### config.mk
export PLATFORM = sky130hd
export DESIGN_NAME = ipmt_div
export DESIGN_NICKNAME = d
export VERILOG_FILES = /design/src/rtl/core/ipmt_pkg.sv /design/src/rtl/core/ipmt_div.sv
export SDC_FILE = /design/constraint.sdc
export NUM_CORES = 1
export LEC_CHECK = 0
export BUFFER_PORTS_ARGS = -buffer_cell sky130_fd_sc_hd__buf_2
export CAP_MARGIN = 30
export CORE_UTILIZATION = 55
export DETAILED_ROUTE_END_ITERATION = 10
export GPL_TIMING_DRIVEN = 0
export PLACE_DENSITY_LB_ADDON = 0.3
export SYNTH_ARGS = -nofsm -noshare
export SYNTH_HDL_FRONTEND = slang
export SYNTH_SLANG_ARGS = --single-unit
### constraint.sdc
create_clock -name clock -period 3.05 [get_ports clock]
set_input_delay 0.4575 -clock clock [delete_from_list [all_inputs] [get_ports clock]]
set_output_delay 0.4575 -clock clock [all_outputs]
set_load 0.03 [all_outputs]
### src/rtl/core/ipmt_pkg.sv
package ipmt_pkg;

   // Default sizes of the table and the time base.
   localparam int SLOTS_DEFAULT     = 64;
   localparam int TIME_BITS_DEFAULT = 48;

   // Reset value of the registration limit.
   localparam logic [6:0] MAX_MONITORS_RESET = 7'd64;

   // Request kinds.
   localparam logic [1:0] KIND_REGISTER = 2'd0;
   localparam logic [1:0] KIND_START    = 2'd1;
   localparam logic [1:0] KIND_STOP     = 2'd2;
   localparam logic [1:0] KIND_QUERY    = 2'd3;

   // Operand widths of the serial divider that forms the average.
   localparam int DIV_NUM_BITS = 64;
   localparam int DIV_DEN_BITS = 32;

endpackage

### src/rtl/core/ipmt_div.sv
module ipmt_div
   import ipmt_pkg::*;
(
   input  logic                    clock,
   input  logic                    reset,
   input  logic                    start,
   input  logic [DIV_NUM_BITS-1:0] dividend,
   input  logic [DIV_DEN_BITS-1:0] divisor,
   output logic                    done,
   output logic [DIV_NUM_BITS-1:0] quotient
);

   localparam int CW = $clog2(DIV_NUM_BITS);

   logic                    busy_ff;
   logic                    done_ff;
   logic [CW-1:0]           cnt_ff;
   logic [DIV_NUM_BITS-1:0] quo_ff;
   logic [DIV_DEN_BITS-1:0] rem_ff;
   logic [DIV_DEN_BITS-1:0] den_ff;
   logic [DIV_DEN_BITS:0]   trial;
   logic                    fits;

   // One quotient bit per cycle: shift the next dividend bit into the remainder.
   assign trial = {rem_ff, quo_ff[DIV_NUM_BITS-1]};
   assign fits  = trial >= {1'b0, den_ff};

   always_ff @(posedge clock) begin
      if (reset) begin
         busy_ff <= 1'b0;
         done_ff <= 1'b0;
         cnt_ff  <= '0;
      end else begin
         done_ff <= 1'b0;
         if (start) begin
            busy_ff <= 1'b1;
            cnt_ff  <= '0;
         end else if (busy_ff) begin
            cnt_ff <= cnt_ff + 1'b1;
            if (&cnt_ff) begin
               busy_ff <= 1'b0;
               done_ff <= 1'b1;
            end
         end
      end
   end

   // Datapath of the restoring divider.
   always_ff @(posedge clock) begin
      if (start) begin
         quo_ff <= dividend;
         rem_ff <= '0;
         den_ff <= divisor;
      end else if (busy_ff) begin
         quo_ff <= {quo_ff[DIV_NUM_BITS-2:0], fits};
         if (fits) begin
            rem_ff <= DIV_DEN_BITS'(trial - {1'b0, den_ff});
         end else begin
            rem_ff <= trial[DIV_DEN_BITS-1:0];
         end
      end
   end

   assign done     = done_ff;
   assign quotient = quo_ff;

endmodule

* After elaboration in Yosys (flattened, before gate mapping)
Cells that the tools add are included.
** Operators by class
- $add $sub $neg :: 2
- $lt $le $gt $ge :: 1
- Multiplexer cells :: 7
- Bitwise logic cells :: 1
- Reduce and logical (&&, ||, !) cells :: 4
** Operators with widths (number)
- 2-to-1 mux 64 bit :: 2
- greater-or-equal comparator 33 x 32 -> 1 bit :: 1
- 2-to-1 mux 32 bit :: 1
- subtractor 32 bit :: 1
- adder 6 x 1 -> 6 bit (second input constant) :: 1
- AND reduction 6 bit :: 1
- 2-to-1 mux 1 bit :: 4
- OR reduction 3 bit :: 1
- nonzero test 2 bit :: 1
- OR reduction 2 bit :: 1
- inverter 1 bit :: 1
** Word-level totals
- Bits in registers :: 136
- Input port bits :: 99
- Output and inout port bits :: 65
- Word-level logic and storage cells :: 21

* Logic depth before layout (Yosys ltp)
Gate-level depths: netlist of the first run.
- Depth in word-level cells :: 4
- Depth in mapped cells :: 13
- Gate-level depth less buffers :: 11

* Worst setup path after synthesis of the first run
Ideal clock, no wire load.
- Kind :: reg2reg
- Start point :: register quo_ff[63], in the netlist quotient[63]
- End point :: register quo_ff[0], in the netlist quotient[0] (data pin)
- Setup time :: 0.260 ns
- Arrival time :: 2.553 ns
- Setup slack :: 0.237 ns
- Cell stages (with the launch flop) :: 11
- Cell sequence :: edfxtp_1 inv_1 ha_1 nand2b_1 a21oi_1 o2111ai_1 a21oi_2 o41a_4 a31o_2 buf_2 mux2_2
** On the way
- Cells in the longest elaborated chain, start to end :: 3
** Ends and longest elaborated chain
- start, declared :: line ipmt_div.sv:18 : logic [DIV_NUM_BITS-1:0] quo_ff;
- start signal, assigned :: line ipmt_div.sv:51 : quo_ff <= dividend;
- start signal, assigned :: line ipmt_div.sv:55 : quo_ff <= {quo_ff[DIV_NUM_BITS-2:0], fits};
- greater-or-equal comparator 33 x 32 -> 1 bit :: line ipmt_div.sv:26 : assign fits = trial >= {1'b0, den_ff};
- 2-to-1 mux 64 bit :: line ipmt_div.sv:54 : end else if (busy_ff) begin
- 2-to-1 mux 64 bit :: line ipmt_div.sv:50 : if (start) begin
No other way between the ends. The select of a mux whose other input is x is not followed.
A chain may end at the register's enable or synchronous reset.

* Worst setup path after layout of the first run
- Start point :: register den_ff[8]
- End point :: register quo_ff[0], in the netlist quotient[0] (data pin)
** On the way
- Cells in the longest elaborated chain, start to end :: 3
** Ends and longest elaborated chain
- start, declared :: line ipmt_div.sv:20 : logic [DIV_DEN_BITS-1:0] den_ff;
- start signal, assigned :: line ipmt_div.sv:53 : den_ff <= divisor;
- greater-or-equal comparator 33 x 32 -> 1 bit :: line ipmt_div.sv:26
- 2-to-1 mux 64 bit :: line ipmt_div.sv:54
- 2-to-1 mux 64 bit :: line ipmt_div.sv:50
No other way between the ends. The select of a mux whose other input is x is not followed.

==> results of run 1 <==
timing repair:
action	CTS	global route
resized for setup	5	8
pin swaps	0	3
setup endpoints to repair	75	70
setup buffers	0	1
layout by cell type, fill, tap and decap left out, types with 15 or more instances in the layout:
cell,n
xnor2_1,18
nand2_1,64
a311oi_2,22
clkbuf_16,17
edfxtp_1,96
clkbuf_1,24
buf_2,164
nor2_1,53
o21ai_0,21
ha_1,33
dfxtp_1,40
nand2b_1,15
inv_1,41
a21oi_1,38
mux2_2,64
path summary, 6_finish.rpt:
check	startpoint	endpoint	slack, ps	cells after the start
max reg2reg	den_ff[8]	quotient[0]	70	10
max	den_ff[8]	quotient[0]	70	10
min	reset	busy_ff	210	2
min reg2reg	cnt_ff[5]	cnt_ff[5]	490	2
worst register-to-register path: stages (launching register included):
cell      delay [ps]
edfxtp_1         320
inv_1             40
ha_1             340
a21o_1           220
a21o_1           190
a21oi_2          250
a21oi_2          110
o41a_4           490
a31o_2           300
buf_4            200
mux2_2           270
flip-flops by register name, summed over array words and instances, names as in the netlist:
signal	cells
busy_ff	1
cnt_ff	6
den_ff	32
done	1
quotient	64
rem_ff	32
layer usage:
layer,vias to the layer above,GRT usage [%],part of all wire [%]
li1,2830,-,-
met1,2816,30.65,41
met2,236,45.14,50
met3,37,8.639,7.3
met4,0,10.36,2.1
met5,-,0,0
cell families after synthesis:
kind of cell | share of synthesized area [%]
DFF | 49.30
and+or+nand+nor | 12.54
AOI/OAI and AO/OA | 14.92
buffers and inverters | 4.370
muxes | 9.913
xor gates and xnor gates | 3.165
adders and majority gates | 5.794
per-stage QoR:
step           TNS (ps)  worst slack [ps]
2_1_floorplan         0             236.6
3_3_place_gp     -70710             -1110
3_5_place_dp     -52890            -919.9
4_1_cts               0             5.606
5_1_grt          -251.8            -19.56
6_report              0             70.15
final cells by class:
class | instances | area, um^2
Buffer | 34 | 173.9
Fill cell | 988 | 4128
Inverter | 41 | 153.9
Multi-Input combinational cell | 460 | 3500
Clock buffer | 19 | 432.9
Tap cell | 176 | 220.2
Clock inverter | 12 | 105.1
Timing Repair Buffer | 165 | 845.8
Sequential cell | 136 | 3684
where the power goes:
group / total (mW) / internal [mW] / switching [mW] / leakage [nW]
Sequential: 2.25 / 2.16 / 0.0851 / 1.28
Clock: 1.88 / 1.11 / 0.769 / 0.253
Combinational: 1.11 / 0.432 / 0.681 / 2.23
Total: 5.24 / 3.71 / 1.54 / 3.76
==> impl_results.md, run 1 <==
* Initial DRC count at 415
* RePlAce Congestion at 0.9075
* Final count of hold timing violations at 0
* Die Span Y at 118.6 um
* Hold-fix buffer count after cts at 0
* Max-Cap Viols at 0
* Via density at 5.675
* CTS tree: done
* Clk slew on worst S/H paths at 60 ps
* H-tree depth at 4
* CP bufs+invs at 2
* Most common cell in the synthesized netlist: edfxtp_1
* VDD IR-drop max at 0.5125 mV
* Antenna violations before repair at 0
* Pwr per Cell Area at 575.2 nW/um^2
* Antenna viol nets, final at 0
* CP Data Required Time at 3220 ps
* Synth warnings at 0
* Final Skew at 8.503 ps
* WS Path Type: flip-flop to flip-flop
* Hold WS at 205.9 ps
* Static leakage at 3.763 nW
* Period utilisation layout at 97.70%
* Hold Path Class: primary input to flip-flop
* Nets at 988
* Top post-synthesis cells by area: edfxtp_1, dfxtp_1, mux2_2
* Critical path capture point type: flip-flop
* First-pass DRT Iterations at 5
* Top post-synthesis cells by count: edfxtp_1, mux2_2, nand2_1, nor2_1, inv_1
* Crit-path max FO at 10
* DP Area at 8528 um^2
* N_diodes at 0
* Post-Route Utilization at 68.83%
* Worst slew margin at 47.13%
* Share of cells above drive strength 1 at 36.10%
* Main flop type after synthesis: edfxtp_1
* Slew Limit Fails at 0
* Clock Path Buffers at 2
* Dpl cells at 1012
* Chip width at 118.6 um
* Final setup viols at 0
* Final instance area at 9115 um^2
* First-pass GRT wire length at 29100 um
* CTS root buf: clkbuf_16
* Status: completed
* Final wirelength at 17710 um
* CP arrival at 3150 ps
* Post-synthesis cell type count at 58
* Final total power at 5.243 mW
* Die area at 14060 um^2
* Total GRT Usage at 26.45%
* Measured slew at the worst slew-check pin at 793.1 ps
* Gate Count Post-Synth at 672
* Grt ovf at 0
* Port buffer count at 163
* Synth Cell Area at 7472 um^2
* Largest net degree at the start of global routing at 38
* Average wire per standard cell at 16.98 um
* Area of the core at 13240 um^2
* # DRC at 0
* Yosys reg bits at 136
* RSZ-0062 raised after global routing: yes
* CP delay by family, top: compound AO/OA/AOI/OAI gates
* Post-DP HPWL at 12920 um
* Minimum clock period after layout at 2980 ps
* Worst path cell trace: inv_1 -> ha_1 -> a21o_1 -> a21o_1 -> a21oi_2 -> a21oi_2 -> o41a_4 -> a31o_2 -> buf_4 -> mux2_2
* Area delta synth->final at 21.99%
* Inserted Clock Buffers at 17
* Count of flip-flops with a built-in enable after synthesis at 96
* Core Rows at 42
* Max Clock Freq at 335.6 MHz
* Part of the Yosys area used for sequential elements at 49.30%
* CP peak stage delay at 490 ps
* Slowest-stage cell, CP: o41a_4
* Number of global-route vias before repair at 6135
* Initial Utilization at 56.42%
* Io pins at 164
* Vias at 5919
* Crit path launch type: flip-flop
* Synth top area share at 38.58%
* Ys async rst share at 0%
* Avg Cell Area, Syn at 11.12 um^2
* Clk_lat worst skew at 420 ps
* Most area-hungry cell type in the Yosys netlist: edfxtp_1
* Final Instance Count excl. Fillers at 1043
* Clock sinks at 136
* Syn_nets at 805
Note: power is estimated with default switching activity, not from simulation.
==> inputs of run 2 (changes only) <==
- CELL_PAD_IN_SITES_DETAIL_PLACEMENT: not set -> 0
- CELL_PAD_IN_SITES_GLOBAL_PLACEMENT: not set -> 1
- CORE_MARGIN: not set -> 5
- CORE_UTILIZATION: 55 -> 43
==> impl_results.md, run 2 (synthesized netlist as in run 1, its figures left out) <==
* Initial Utilization at 43.50%
* CTS root buf: clkbuf_16
* Vias at 5814
* Period utilisation layout at 96.03%
* Hold-fix buffer count after cts at 0
* H-tree depth at 4
* Inserted Clock Buffers at 17
* Post-Place Worst Slack at -1111 ps
* RePlAce Congestion at 0.8411
* CP arrival at 3100 ps
* Register Area at 3684 um^2
* Grt ovf at 0
* Measured slew at the worst slew-check pin at 884.0 ps
* First-pass GRT wire length at 31310 um
* Commonest non-fill, non-tap cell in the layout: buf_2
* Post-DP HPWL at 14440 um
* Filler cells at 1558
* Clock sinks at 136
* Slew Limit Fails at 0
* Max-Cap Viols at 0
* Port buffer count at 163
* Antenna viol nets, final at 0
* Multi-input combinational cell area at 3543 um^2
* Initial DRC count at 383
* Antenna violations before repair at 0
* DP Area at 8589 um^2
* Worst slew margin at 41.06%
* Final wirelength at 19520 um
* Max Clock Freq at 341.4 MHz
* Final instance area at 9219 um^2
* Final setup viols at 0
* Static leakage at 3.776 nW
* Total GRT Usage at 19.63%
* Chip width at 141.8 um
* First-pass DRT Iterations at 4
* N_diodes at 0
* Final total power at 5.291 mW
* Area delta synth->final at 23.38%
* Io pins at 164
* Final Skew at 9.979 ps
* Average wire per standard cell at 17.86 um
* # Post-CTS Setup Buffers at 0
* Final worst setup slack at 121.2 ps
* Pwr per Cell Area at 573.9 nW/um^2
* Clk slew on worst S/H paths at 70 ps
* Die Span Y at 141.8 um
* Status: completed
* CTS tree: done
* Core Rows at 48
* Critical path capture point type: flip-flop
* CP Data Required Time at 3220 ps
* Commonest non-fill, non-tap cells in the layout: buf_2, edfxtp_1, mux2_2, nand2_1, nor2_1
* Die area at 20110 um^2
* # DRC at 0
* Post-Route Utilization at 53.67%
* Clock Path Buffers at 2
* Hold WS at 202.2 ps
* WS Path Type: flip-flop to flip-flop
* Crit path launch type: flip-flop
* RSZ-0062 raised after global routing: no
* Share of cells above drive strength 1 at 36.64%
* Largest net degree at the start of global routing at 35
* Area of the core at 17180 um^2
* TNS Setup at 0 ps
* Hold Path Class: primary input to flip-flop
* Number of global-route vias before repair at 6062
* Final Instance Count excl. Fillers at 1093
* Final count of hold timing violations at 0
* Via density at 5.319
* Clk_lat worst skew at 430 ps
* Crit-path max FO at 10
* Max reg flops at 64
* Nets at 988
* Dpl cells at 1061
* Flop-to-flop setup slack at 120 ps
* VDD IR-drop max at 0.4171 mV
* Minimum clock period after layout at 2929 ps
## run 2: cell count changes in the layout (fill, tap and decap cells not counted), moves of 2 or more
cell / previous run / this run
clkinv_2: 3 / 1
clkinvlp_4: 4 / 2
inv_6: 1 / 7
clkbuf_1: 24 / 22
buf_4: 3 / 1
a21oi_1: 38 / 36
## run 2: final timing paths
check,cells after the start,from,to
max,11,den_ff[18],quotient[0]
min reg2reg,2,cnt_ff[5],cnt_ff[5]
max reg2reg,11,den_ff[18],quotient[0]
min,1,divisor[7],den_ff[7]
## run 2: report_power, final
group,internal [mW],switching (mW)
Sequential,2.16,0.0850
Combinational,0.433,0.694
Clock,1.05,0.864
## run 2: final cells by class
class | count | share of cell area, %
buffer | 34 | 1.927
clock buffer | 17 | 4.615
clock inverter | 15 | 1.249
inverter | 41 | 1.669
multi-input combinational | 461 | 38.44
sequential | 136 | 39.96
tap | 225 | 3.054
timing repair buffer | 164 | 9.093
## run 2: critical path: stages (launching register included)
cell and delay [ps]:
edfxtp_1 380, inv_1 80, ha_1 230, buf_6 140, a21o_1 180, a21o_1 200
a21oi_2 150, nand2b_1 80, o41a_4 540, a31o_4 280, buf_6 160, mux2_2 260
## run 2: what timing repair did
item | in CTS | in global routing
gates resized for setup | 9 | 11
endpoints found under the setup margin | 77 | 58
pin swaps | 0 | 2
cloned | 0 | 1
## run 2: layer usage
layer	wire (um)	vias to the layer above	GRT usage, %
met3	1654	22	7.752
li1	-	2839	-
met5	0	-	0
met2	9318	163	32.43
met1	8157	2790	23.56
met4	389	0	6.313
